[config.mk]
export PLATFORM = sky130hd
export DESIGN_NAME = integer_matrix_multiply
export DESIGN_NICKNAME = d
export VERILOG_FILES = /design/src/sv/imm_pkg.sv /design/src/sv/imm_ctrl.sv /design/src/sv/imm_datapath.sv /design/src/sv/integer_matrix_multiply.sv
export SDC_FILE = /design/constraint.sdc
export NUM_CORES = 2
export LEC_CHECK = 0
export BUFFER_PORTS_ARGS = -buffer_cell sky130_fd_sc_hd__buf_2
export CAP_MARGIN = 15
export CORE_MARGIN = 3
export CORE_UTILIZATION = 30
export DETAILED_ROUTE_END_ITERATION = 8
export RECOVER_POWER = 50
export SETUP_SLACK_MARGIN = 0.5
export SYNTH_ARGS = -nofsm -noshare
export SYNTH_HDL_FRONTEND = slang
export SYNTH_SLANG_ARGS = --single-unit
[constraint.sdc]
create_clock -name i_clk -period 14.5 [get_ports i_clk]
set_input_delay 2.175 -clock i_clk [delete_from_list [all_inputs] [get_ports i_clk]]
set_output_delay 2.175 -clock i_clk [all_outputs]
set_load 0.03 [all_outputs]
[src/sv/imm_pkg.sv]
package imm_pkg;

    // Storage geometry and element precision.
    localparam int MAX_DIM = 8;
    localparam int ELEM_W  = 16;

    localparam int IDX_W     = $clog2(MAX_DIM);
    localparam int MEM_DEPTH = MAX_DIM * MAX_DIM;
    localparam int ADDR_W    = $clog2(MEM_DEPTH);
    localparam int MUL_W     = 2 * ELEM_W;

    // Fixed field widths of the stream payloads.
    localparam int ACT_W  = 2;
    localparam int ROW_W  = 3;
    localparam int VAL_W  = 16;
    localparam int PROD_W = 35;
    localparam int DIM_W  = 4;

    localparam int IN_FIELDS_W  = 2 * ROW_W + VAL_W;
    localparam int IN_TDATA_W   = ((IN_FIELDS_W + 7) / 8) * 8;
    localparam int OUT_FIELDS_W = 2 * ROW_W + PROD_W;
    localparam int OUT_TDATA_W  = ((OUT_FIELDS_W + 7) / 8) * 8;
    localparam int OUT_PAD_W    = OUT_TDATA_W - OUT_FIELDS_W;

    // Configuration port.
    localparam int CFG_IDX_W  = 2;
    localparam int CFG_DATA_W = DIM_W;
    localparam logic [DIM_W-1:0] DIM_RESET = DIM_W'(8);

    typedef enum logic [CFG_IDX_W-1:0] {
        CFG_ROWS_A,
        CFG_INNER_SIZE,
        CFG_COLS_B
    } t_imm_cfg_idx;

    typedef enum logic [ACT_W-1:0] {
        ACT_WR_A,
        ACT_WR_B,
        ACT_START,
        ACT_NONE
    } t_imm_action;

    typedef enum logic [1:0] {
        ST_IDLE,
        ST_ISSUE,
        ST_DRAIN
    } t_imm_state;

    // Commands from the controller to the datapath.
    typedef struct packed {
        logic              wr_a;
        logic              wr_b;
        logic              issue;
        logic [ADDR_W-1:0] a_addr;
        logic [ADDR_W-1:0] b_addr;
        logic              first;
        logic              last_k;
        logic              last_elem;
        logic [IDX_W-1:0]  row;
        logic [IDX_W-1:0]  col;
    } t_imm_cmd;

    // Status from the datapath back to the controller.
    typedef struct packed {
        logic busy;
        logic out_full;
        logic out_free;
    } t_imm_stat;

    // Row-major store address of an element.
    function automatic logic [ADDR_W-1:0] imm_addr(input logic [IDX_W-1:0] r,
                                                   input logic [IDX_W-1:0] c);
        return ADDR_W'(r) * ADDR_W'(MAX_DIM) + ADDR_W'(c);
    endfunction

    // Highest index used for a dimension register; zero acts as one and
    // values past the storage size are clamped.
    function automatic logic [IDX_W-1:0] imm_last_idx(input logic [DIM_W-1:0] d);
        if (d == '0) begin
            return '0;
        end else if (int'(d) > MAX_DIM) begin
            return IDX_W'(MAX_DIM - 1);
        end else begin
            return IDX_W'(d - 1'b1);
        end
    endfunction

endpackage

[src/sv/imm_ctrl.sv]
module imm_ctrl (
    input  logic                           i_clk,
    input  logic                           i_rst_n,
    input  logic                           i_in_valid,
    input  logic [imm_pkg::ACT_W-1:0]      i_action,
    input  logic [imm_pkg::DIM_W-1:0]      i_rows_a,
    input  logic [imm_pkg::DIM_W-1:0]      i_inner_size,
    input  logic [imm_pkg::DIM_W-1:0]      i_cols_b,
    input  imm_pkg::t_imm_stat             i_stat,
    output logic                           o_in_ready,
    output imm_pkg::t_imm_cmd              o_cmd
);
    import imm_pkg::*;

    t_imm_state       r_state, n_state;
    logic [IDX_W-1:0] r_i, n_i;
    logic [IDX_W-1:0] r_j, n_j;
    logic [IDX_W-1:0] r_k, n_k;
    logic             r_done, n_done;

    logic [IDX_W-1:0] last_r;
    logic [IDX_W-1:0] last_k;
    logic [IDX_W-1:0] last_c;
    logic             in_accept;
    logic             start;

    assign last_r    = imm_last_idx(i_rows_a);
    assign last_k    = imm_last_idx(i_inner_size);
    assign last_c    = imm_last_idx(i_cols_b);
    assign in_accept = i_in_valid && (r_state == ST_IDLE);
    assign start     = in_accept && (i_action == ACT_START);

    always_comb begin
        n_state = r_state;
        case (r_state)
            ST_IDLE: begin
                if (start) begin
                    n_state = ST_DRAIN;
                end
            end
            ST_ISSUE: begin
                if (r_k == last_k) begin
                    n_state = ST_DRAIN;
                end
            end
            ST_DRAIN: begin
                if (!i_stat.busy && i_stat.out_free) begin
                    n_state = r_done ? ST_IDLE : ST_ISSUE;
                end
            end
            default: begin
                n_state = ST_IDLE;
            end
        endcase
    end

    always_comb begin
        n_i    = r_i;
        n_j    = r_j;
        n_k    = r_k;
        n_done = r_done;
        if (start) begin
            n_i    = '0;
            n_j    = '0;
            n_k    = '0;
            n_done = 1'b0;
        end else if (r_state == ST_ISSUE) begin
            if (r_k == last_k) begin
                n_k = '0;
                if (r_j == last_c) begin
                    n_j = '0;
                    if (r_i == last_r) begin
                        n_done = 1'b1;
                    end else begin
                        n_i = r_i + 1'b1;
                    end
                end else begin
                    n_j = r_j + 1'b1;
                end
            end else begin
                n_k = r_k + 1'b1;
            end
        end
    end

    always_comb begin
        o_in_ready      = (r_state == ST_IDLE);
        o_cmd.wr_a      = in_accept && (i_action == ACT_WR_A);
        o_cmd.wr_b      = in_accept && (i_action == ACT_WR_B);
        o_cmd.issue     = (r_state == ST_ISSUE);
        o_cmd.a_addr    = imm_addr(r_i, r_k);
        o_cmd.b_addr    = imm_addr(r_k, r_j);
        o_cmd.first     = (r_k == '0);
        o_cmd.last_k    = (r_k == last_k);
        o_cmd.last_elem = (r_i == last_r) && (r_j == last_c);
        o_cmd.row       = r_i;
        o_cmd.col       = r_j;
    end

    always_ff @(posedge i_clk) begin
        if (!i_rst_n) begin
            r_state <= ST_IDLE;
            r_i     <= '0;
            r_j     <= '0;
            r_k     <= '0;
            r_done  <= 1'b0;
        end else begin
            r_state <= n_state;
            r_i     <= n_i;
            r_j     <= n_j;
            r_k     <= n_k;
            r_done  <= n_done;
        end
    end

    // The output register is always empty while dot-product terms are issued.
    a_issue_out_empty: assert property (@(posedge i_clk) disable iff (!i_rst_n)
        (r_state == ST_ISSUE) |-> !i_stat.out_full)
        else $error("issuing while a result still waits");

    // The inner counter never runs past the inner dimension.
    a_k_bound: assert property (@(posedge i_clk) disable iff (!i_rst_n)
        (r_k <= last_k))
        else $error("inner counter out of range");

endmodule

[src/sv/imm_datapath.sv]
module imm_datapath (
    input  logic                              i_clk,
    input  logic                              i_rst_n,
    input  imm_pkg::t_imm_cmd                 i_cmd,
    input  logic [imm_pkg::ROW_W-1:0]         i_row,
    input  logic [imm_pkg::ROW_W-1:0]         i_col,
    input  logic [imm_pkg::VAL_W-1:0]         i_value,
    input  logic                              i_m_ready,
    output imm_pkg::t_imm_stat                o_stat,
    output logic                              o_m_valid,
    output logic [imm_pkg::ROW_W-1:0]         o_out_row,
    output logic [imm_pkg::ROW_W-1:0]         o_out_col,
    output logic signed [imm_pkg::PROD_W-1:0] o_product,
    output logic                              o_last
);
    import imm_pkg::*;

    logic [ELEM_W-1:0] r_mem_a [MEM_DEPTH];
    logic [ELEM_W-1:0] r_mem_b [MEM_DEPTH];

    logic              wr_in_range;
    logic [ADDR_W-1:0] wr_addr;
    logic [ELEM_W-1:0] wr_data;

    // Stage 1: store read data.
    logic [ELEM_W-1:0] r_a_rd;
    logic [ELEM_W-1:0] r_b_rd;
    logic              r_s1_valid;
    logic              r_s1_first;
    logic              r_s1_last_k;
    logic              r_s1_last_elem;
    logic [IDX_W-1:0]  r_s1_row;
    logic [IDX_W-1:0]  r_s1_col;

    // Stage 2: registered product.
    logic signed [MUL_W-1:0] r_s2_prod;
    logic                    r_s2_valid;
    logic                    r_s2_first;
    logic                    r_s2_last_k;
    logic                    r_s2_last_elem;
    logic [IDX_W-1:0]        r_s2_row;
    logic [IDX_W-1:0]        r_s2_col;

    logic signed [PROD_W-1:0] r_acc;
    logic signed [PROD_W-1:0] n_sum;

    logic                     r_out_valid;
    logic [IDX_W-1:0]         r_out_row;
    logic [IDX_W-1:0]         r_out_col;
    logic signed [PROD_W-1:0] r_out_sum;
    logic                     r_out_last;

    assign wr_in_range = (int'(i_row) < MAX_DIM) && (int'(i_col) < MAX_DIM);
    assign wr_addr     = imm_addr(i_row[IDX_W-1:0], i_col[IDX_W-1:0]);
    assign wr_data     = ELEM_W'(i_value);

    always_ff @(posedge i_clk) begin
        if (i_cmd.wr_a && wr_in_range) begin
            r_mem_a[wr_addr] <= wr_data;
        end
        r_a_rd <= r_mem_a[i_cmd.a_addr];
    end

    always_ff @(posedge i_clk) begin
        if (i_cmd.wr_b && wr_in_range) begin
            r_mem_b[wr_addr] <= wr_data;
        end
        r_b_rd <= r_mem_b[i_cmd.b_addr];
    end

    always_ff @(posedge i_clk) begin
        r_s1_first     <= i_cmd.first;
        r_s1_last_k    <= i_cmd.last_k;
        r_s1_last_elem <= i_cmd.last_elem;
        r_s1_row       <= i_cmd.row;
        r_s1_col       <= i_cmd.col;
        r_s2_prod      <= signed'(r_a_rd) * signed'(r_b_rd);
        r_s2_first     <= r_s1_first;
        r_s2_last_k    <= r_s1_last_k;
        r_s2_last_elem <= r_s1_last_elem;
        r_s2_row       <= r_s1_row;
        r_s2_col       <= r_s1_col;
        if (r_s2_valid) begin
            r_acc <= n_sum;
        end
        if (r_s2_valid && r_s2_last_k) begin
            r_out_row  <= r_s2_row;
            r_out_col  <= r_s2_col;
            r_out_sum  <= n_sum;
            r_out_last <= r_s2_last_elem;
        end
    end

    // The sum wraps to the result width.
    always_comb begin
        if (r_s2_first) begin
            n_sum = PROD_W'(r_s2_prod);
        end else begin
            n_sum = r_acc + PROD_W'(r_s2_prod);
        end
    end

    always_ff @(posedge i_clk) begin
        if (!i_rst_n) begin
            r_s1_valid  <= 1'b0;
            r_s2_valid  <= 1'b0;
            r_out_valid <= 1'b0;
        end else begin
            r_s1_valid <= i_cmd.issue;
            r_s2_valid <= r_s1_valid;
            if (r_s2_valid && r_s2_last_k) begin
                r_out_valid <= 1'b1;
            end else if (r_out_valid && i_m_ready) begin
                r_out_valid <= 1'b0;
            end
        end
    end

    assign o_stat.busy     = r_s1_valid || r_s2_valid;
    assign o_stat.out_full = r_out_valid;
    assign o_stat.out_free = !r_out_valid || i_m_ready;

    assign o_m_valid = r_out_valid;
    assign o_out_row = ROW_W'(r_out_row);
    assign o_out_col = ROW_W'(r_out_col);
    assign o_product = r_out_sum;
    assign o_last    = r_out_last;

    // A finished sum only lands in an output register that is free.
    a_no_overwrite: assert property (@(posedge i_clk) disable iff (!i_rst_n)
        (r_s2_valid && r_s2_last_k) |-> o_stat.out_free)
        else $error("result overwrote a pending result");

    // Store writes never coincide with a product run in flight.
    a_write_quiet: assert property (@(posedge i_clk) disable iff (!i_rst_n)
        (i_cmd.wr_a || i_cmd.wr_b) |-> !(i_cmd.issue || o_stat.busy))
        else $error("store written during a product run");

    // Terms of one dot product arrive back to back.
    a_acc_contig: assert property (@(posedge i_clk) disable iff (!i_rst_n)
        (r_s2_valid && !r_s2_first) |-> $past(r_s2_valid))
        else $error("gap inside a dot product");

endmodule

[src/sv/integer_matrix_multiply.sv]
// A write transfer is registered straight into its store. Input transfers for writes
// are taken one per cycle while the block is idle; none are taken during a product run.
// Product elements are computed one at a time by the single multiply-accumulate unit
// (one term a cycle); each element waits for an empty pipeline and a free output.
// Reset (i_rst_n, synchronous, active low) clears control state and sets all three
// dimension registers to 8; the matrix stores hold no defined value until written.
module integer_matrix_multiply (
    input  logic                                 i_clk,
    input  logic                                 i_rst_n,
    // Configuration write port.
    input  logic                                 i_cfg_we,
    input  logic [imm_pkg::CFG_IDX_W-1:0]        i_cfg_index,
    input  logic [imm_pkg::CFG_DATA_W-1:0]       i_cfg_data,
    // Input stream.
    input  logic                                 s_axis_tvalid,
    output logic                                 s_axis_tready,
    // tdata: row_index [2:0], col_index [5:3], element_value [21:6], zero pad above.
    input  logic [imm_pkg::IN_TDATA_W-1:0]       s_axis_tdata,
    // tuser: action [1:0].
    input  logic [imm_pkg::ACT_W-1:0]            s_axis_tuser,
    // Output stream.
    output logic                                 m_axis_tvalid,
    input  logic                                 m_axis_tready,
    // tdata: out_row [2:0], out_col [5:3], product_value [40:6], zero pad above.
    output logic [imm_pkg::OUT_TDATA_W-1:0]      m_axis_tdata,
    output logic                                 m_axis_tlast
);
    import imm_pkg::*;

    // Dimension registers keep the written bits; the controller clamps them when used.
    logic [DIM_W-1:0] r_rows_a;
    logic [DIM_W-1:0] r_inner_size;
    logic [DIM_W-1:0] r_cols_b;

    t_imm_cmd  cmd;
    t_imm_stat stat;

    logic [ROW_W-1:0]         in_row;
    logic [ROW_W-1:0]         in_col;
    logic [VAL_W-1:0]         in_value;
    logic [ROW_W-1:0]         out_row;
    logic [ROW_W-1:0]         out_col;
    logic signed [PROD_W-1:0] out_product;

    // Unpack the input payload, lowest field first.
    assign in_row   = s_axis_tdata[ROW_W-1:0];
    assign in_col   = s_axis_tdata[2*ROW_W-1:ROW_W];
    assign in_value = s_axis_tdata[IN_FIELDS_W-1:2*ROW_W];

    // Configuration writes must come only while the block is idle (not enforced
    // here); registers feed the controller directly. An unknown index is dropped.
    always_ff @(posedge i_clk) begin
        if (!i_rst_n) begin
            r_rows_a     <= DIM_RESET;
            r_inner_size <= DIM_RESET;
            r_cols_b     <= DIM_RESET;
        end else if (i_cfg_we) begin
            case (t_imm_cfg_idx'(i_cfg_index))
                CFG_ROWS_A:     r_rows_a     <= i_cfg_data;
                CFG_INNER_SIZE: r_inner_size <= i_cfg_data;
                CFG_COLS_B:     r_cols_b     <= i_cfg_data;
                default: begin
                end
            endcase
        end
    end

    // The controller walks row, column and inner index of the product and
    // holds off input transfers for the whole run.
    imm_ctrl u_ctrl (
        .i_clk        (i_clk),
        .i_rst_n      (i_rst_n),
        .i_in_valid   (s_axis_tvalid),
        .i_action     (s_axis_tuser),
        .i_rows_a     (r_rows_a),
        .i_inner_size (r_inner_size),
        .i_cols_b     (r_cols_b),
        .i_stat       (stat),
        .o_in_ready   (s_axis_tready),
        .o_cmd        (cmd)
    );

    // The datapath holds both stores, the multiply-accumulate pipeline and
    // the output register, which lets a finished result wait for the sink.
    imm_datapath u_datapath (
        .i_clk     (i_clk),
        .i_rst_n   (i_rst_n),
        .i_cmd     (cmd),
        .i_row     (in_row),
        .i_col     (in_col),
        .i_value   (in_value),
        .i_m_ready (m_axis_tready),
        .o_stat    (stat),
        .o_m_valid (m_axis_tvalid),
        .o_out_row (out_row),
        .o_out_col (out_col),
        .o_product (out_product),
        .o_last    (m_axis_tlast)
    );

    // Pack the result payload, lowest field first.
    assign m_axis_tdata = {{OUT_PAD_W{1'b0}}, out_product, out_col, out_row};

endmodule

==> qor.yml <==
power:
  power_mw: 15.0
  switching_power_mw: 3.73
  ir_worst_vdd_mv: 0.110
  seq_power_share: 0.483
  pwr-share-clk: 0.370
  leakage_nw: 34.8
  power_frac_comb: 0.147
  p_sw_frac: 0.249
  p_int_mw: 11.2
  p_per_area_nw_per_um2: 138
die:
  die_area_um2: 325000
  io_pins: 88
  chipHeight_um: 570
  core_area_um2: 316000
  rows: 206
  die_w_um: 570
  initial_utilization: 0.302
job:
  cap_violations: 38
timing:
  min_period_ns: 7.96
  setup_viol: 0
  hold_viol: 0
  grt_setup_unrepaired: "no"
  layout_worst_path_cycle_share: 0.549
  slew_violations: 2294
  fin_skew_ns: 0.0845
  slew_headroom: -2.09
  tns_ns: 0
  layout_setup_ws_ns: 6.54
  worst_pin_slew_ns: 4.63
  max_freq_mhz: 126
placement:
  port_buffers: 78
  placed_area_um2: 101000
  gp_congestion: 0.791
  hpwlAfterDp_mm: 137
  place_ws_ns: 7.61
status:
  status: "finished with violations"
  violations: "max-capacitance violations, max-slew violations"
cts:
  cts_root_buf: "clkbuf_16"
  htreeDepth: 4
  cts_hold_repair.buffers: 0
  clock_latency_ns: 0.87
  post_cts_buffers: 0
  postCtsResizedCells: 0
  clk_pin_slew_ns: 0.06
  cts_sinks: 2234
  clock_path_buffers: 3
  cts_tree: "yes"
  numCtsBuffers: 219
global_routing:
  grt_max_degree: 112
  use_met2: 0.222
  antenna_found_initial: 27
  grt_pass1_wl_mm: 327
  grt_util_all_layers: 0.136
  grt_util_met3: 0.0296
  use_met1: 0.187
  overflow: 0
  grt_pass1_vias: 47400
  busiest_layer: "met2"
setup_path:
  crit_family: "buffers and inverters"
  setup.worst_path.class: "reg2reg"
  endpoint_kind: "register"
  required_ns: 15.15
  start_kind: "register"
  crit_arrival_ns: 8.61
  critical_path.most_common_cell: "mux4_2"
  cp_slowest_cell: "clkinvlp_2"
  crit_path_cell_trace: "clkinvlp_2 -> buf_4 -> mux4_2 -> mux4_2"
  crit_fanout: 45
  critPathMaxStageDelay_ns: 3.28
  crit_buf_inv: 2
synthesis:
  ys_types: 69
  ys_seq_area_frac: 0.692
  synthArstFlopShare: 0
  synth_top_flop_cell: "edfxtp_1"
  syn_area_um2: 95400
  yosysWarnings: 0
  syn_avg_cell_area_um2: 19.9
  ys_seq_elements: 2234
  synth_edf_count: 2125
  syn_inst: 4784
finish:
  final_util: 0.343
  layout-drive-gt1-share: 0.230
  finish.net_count: 5480
  final_common_cell: "edfxtp_1"
  final_area_um2: 108000
  layout_common_cells: "edfxtp_1 (2,125), mux4_2 (672), inv_1 (325), fa_1 (263), clkbuf_16 (220)"
  syn2layout_area_growth_pct: 13.6
  nFillCells: 29200
routing:
  wirelength_mm: 223
  drc_errors: 0
  vias: 45400
  drt_iter0_markers: 4290
  antenna_left: 0
  dr.pass1.iters: 6
  wl_per_cell_um: 23.7
  via_per_inst: 4.82
hold_path:
  min_path_type: "reg2reg"
[kinds of logic after synthesis]
group | share of synthesized area
buf+inv | 0.0234
compound gates | 0.0153
flops | 0.692
mux | 0.160
fa+ha+maj | 0.0716
xor+xnor | 0.00689
simple gates | 0.0306
other cells | 0.0000393
[sequential cells by signal (all words and copies together) (netlist names), 16 cells and up]
register,flops
u_datapath.o_product,35
u_datapath.r_mem_a,1024
u_datapath.r_s2_prod,32
u_datapath.r_acc,35
u_datapath.r_a_rd,16
u_datapath.r_b_rd,16
u_datapath.r_mem_b,1024
[through the flow]
step	hold WS, ns	cells
2_1_floorplan	0.310	4790
3_3_place_gp	0.310	8995
3_5_place_dp	0.312	8995
4_1_cts	0.327	9402
5_1_grt	0.333	9404
6_report	0.327	9410
[per-layer routing]
layer | wire, µm | vias up
met5 | 98 | -
met4 | 3910 | 12
met3 | 16500 | 281
met2 | 108000 | 1387
met1 | 94100 | 24400
li1 | - | 19300
[Yosys cell counts, types with 17 or more instances]
library cell  count  share of area
and2_1          120         0.0079
nand2b_1         17         0.0011
a21o_1           33         0.0026
dfxtp_1         109          0.023
buf_4            24         0.0019
ha_1            123          0.016
mux4_2          672           0.16
a21oi_1          57         0.0030
xor2_1           27         0.0025
edfxtp_1       2125           0.67
o21ai_0          50         0.0026
fa_1            263          0.055
inv_1           324          0.013
clkbuf_1        124         0.0049
nor2_1          197         0.0078
buf_2            29         0.0015
xnor2_1          48         0.0044
nor2b_1          27         0.0018
nand2_1         211         0.0083
buf_1            27         0.0011
[final cells by class]
class                      instances  area (µm²)  area share
antenna                            7        17.5    0.000162
clock buffer                     283        5780      0.0534
clock inverter                   124        1260      0.0116
inverter                         326        1220      0.0113
multi-input combinational       2016       27200       0.251
sequential                      2234       66000       0.609
tap                             4160        5200      0.0480
timing repair buffer             260        1680      0.0155
[power by group through the flow]
stage	clock, mW	combinational, mW	sequential (mW)
CTS	5.67	2.22	7.21
detailed placement	0	2.21	7.35
global route	5.93	2.50	7.23
finish	5.53	2.20	7.23
floorplan	0	1.66	7.32
global placement	0	2.18	7.34
[final timing paths]
kind	start	end	slack [ns]	cells past startpoint
max	u_ctrl.r_k[1]	u_datapath.r_b_rd[12]	6.54	4
min	u_datapath.r_s1_row[2]	u_datapath.r_s2_row[2]	0.33	0
max reg2reg	u_ctrl.r_k[1]	u_datapath.r_b_rd[12]	6.54	4
min reg2reg	u_datapath.r_s1_row[2]	u_datapath.r_s2_row[2]	0.33	0
(Power assumes the default switching activity.)
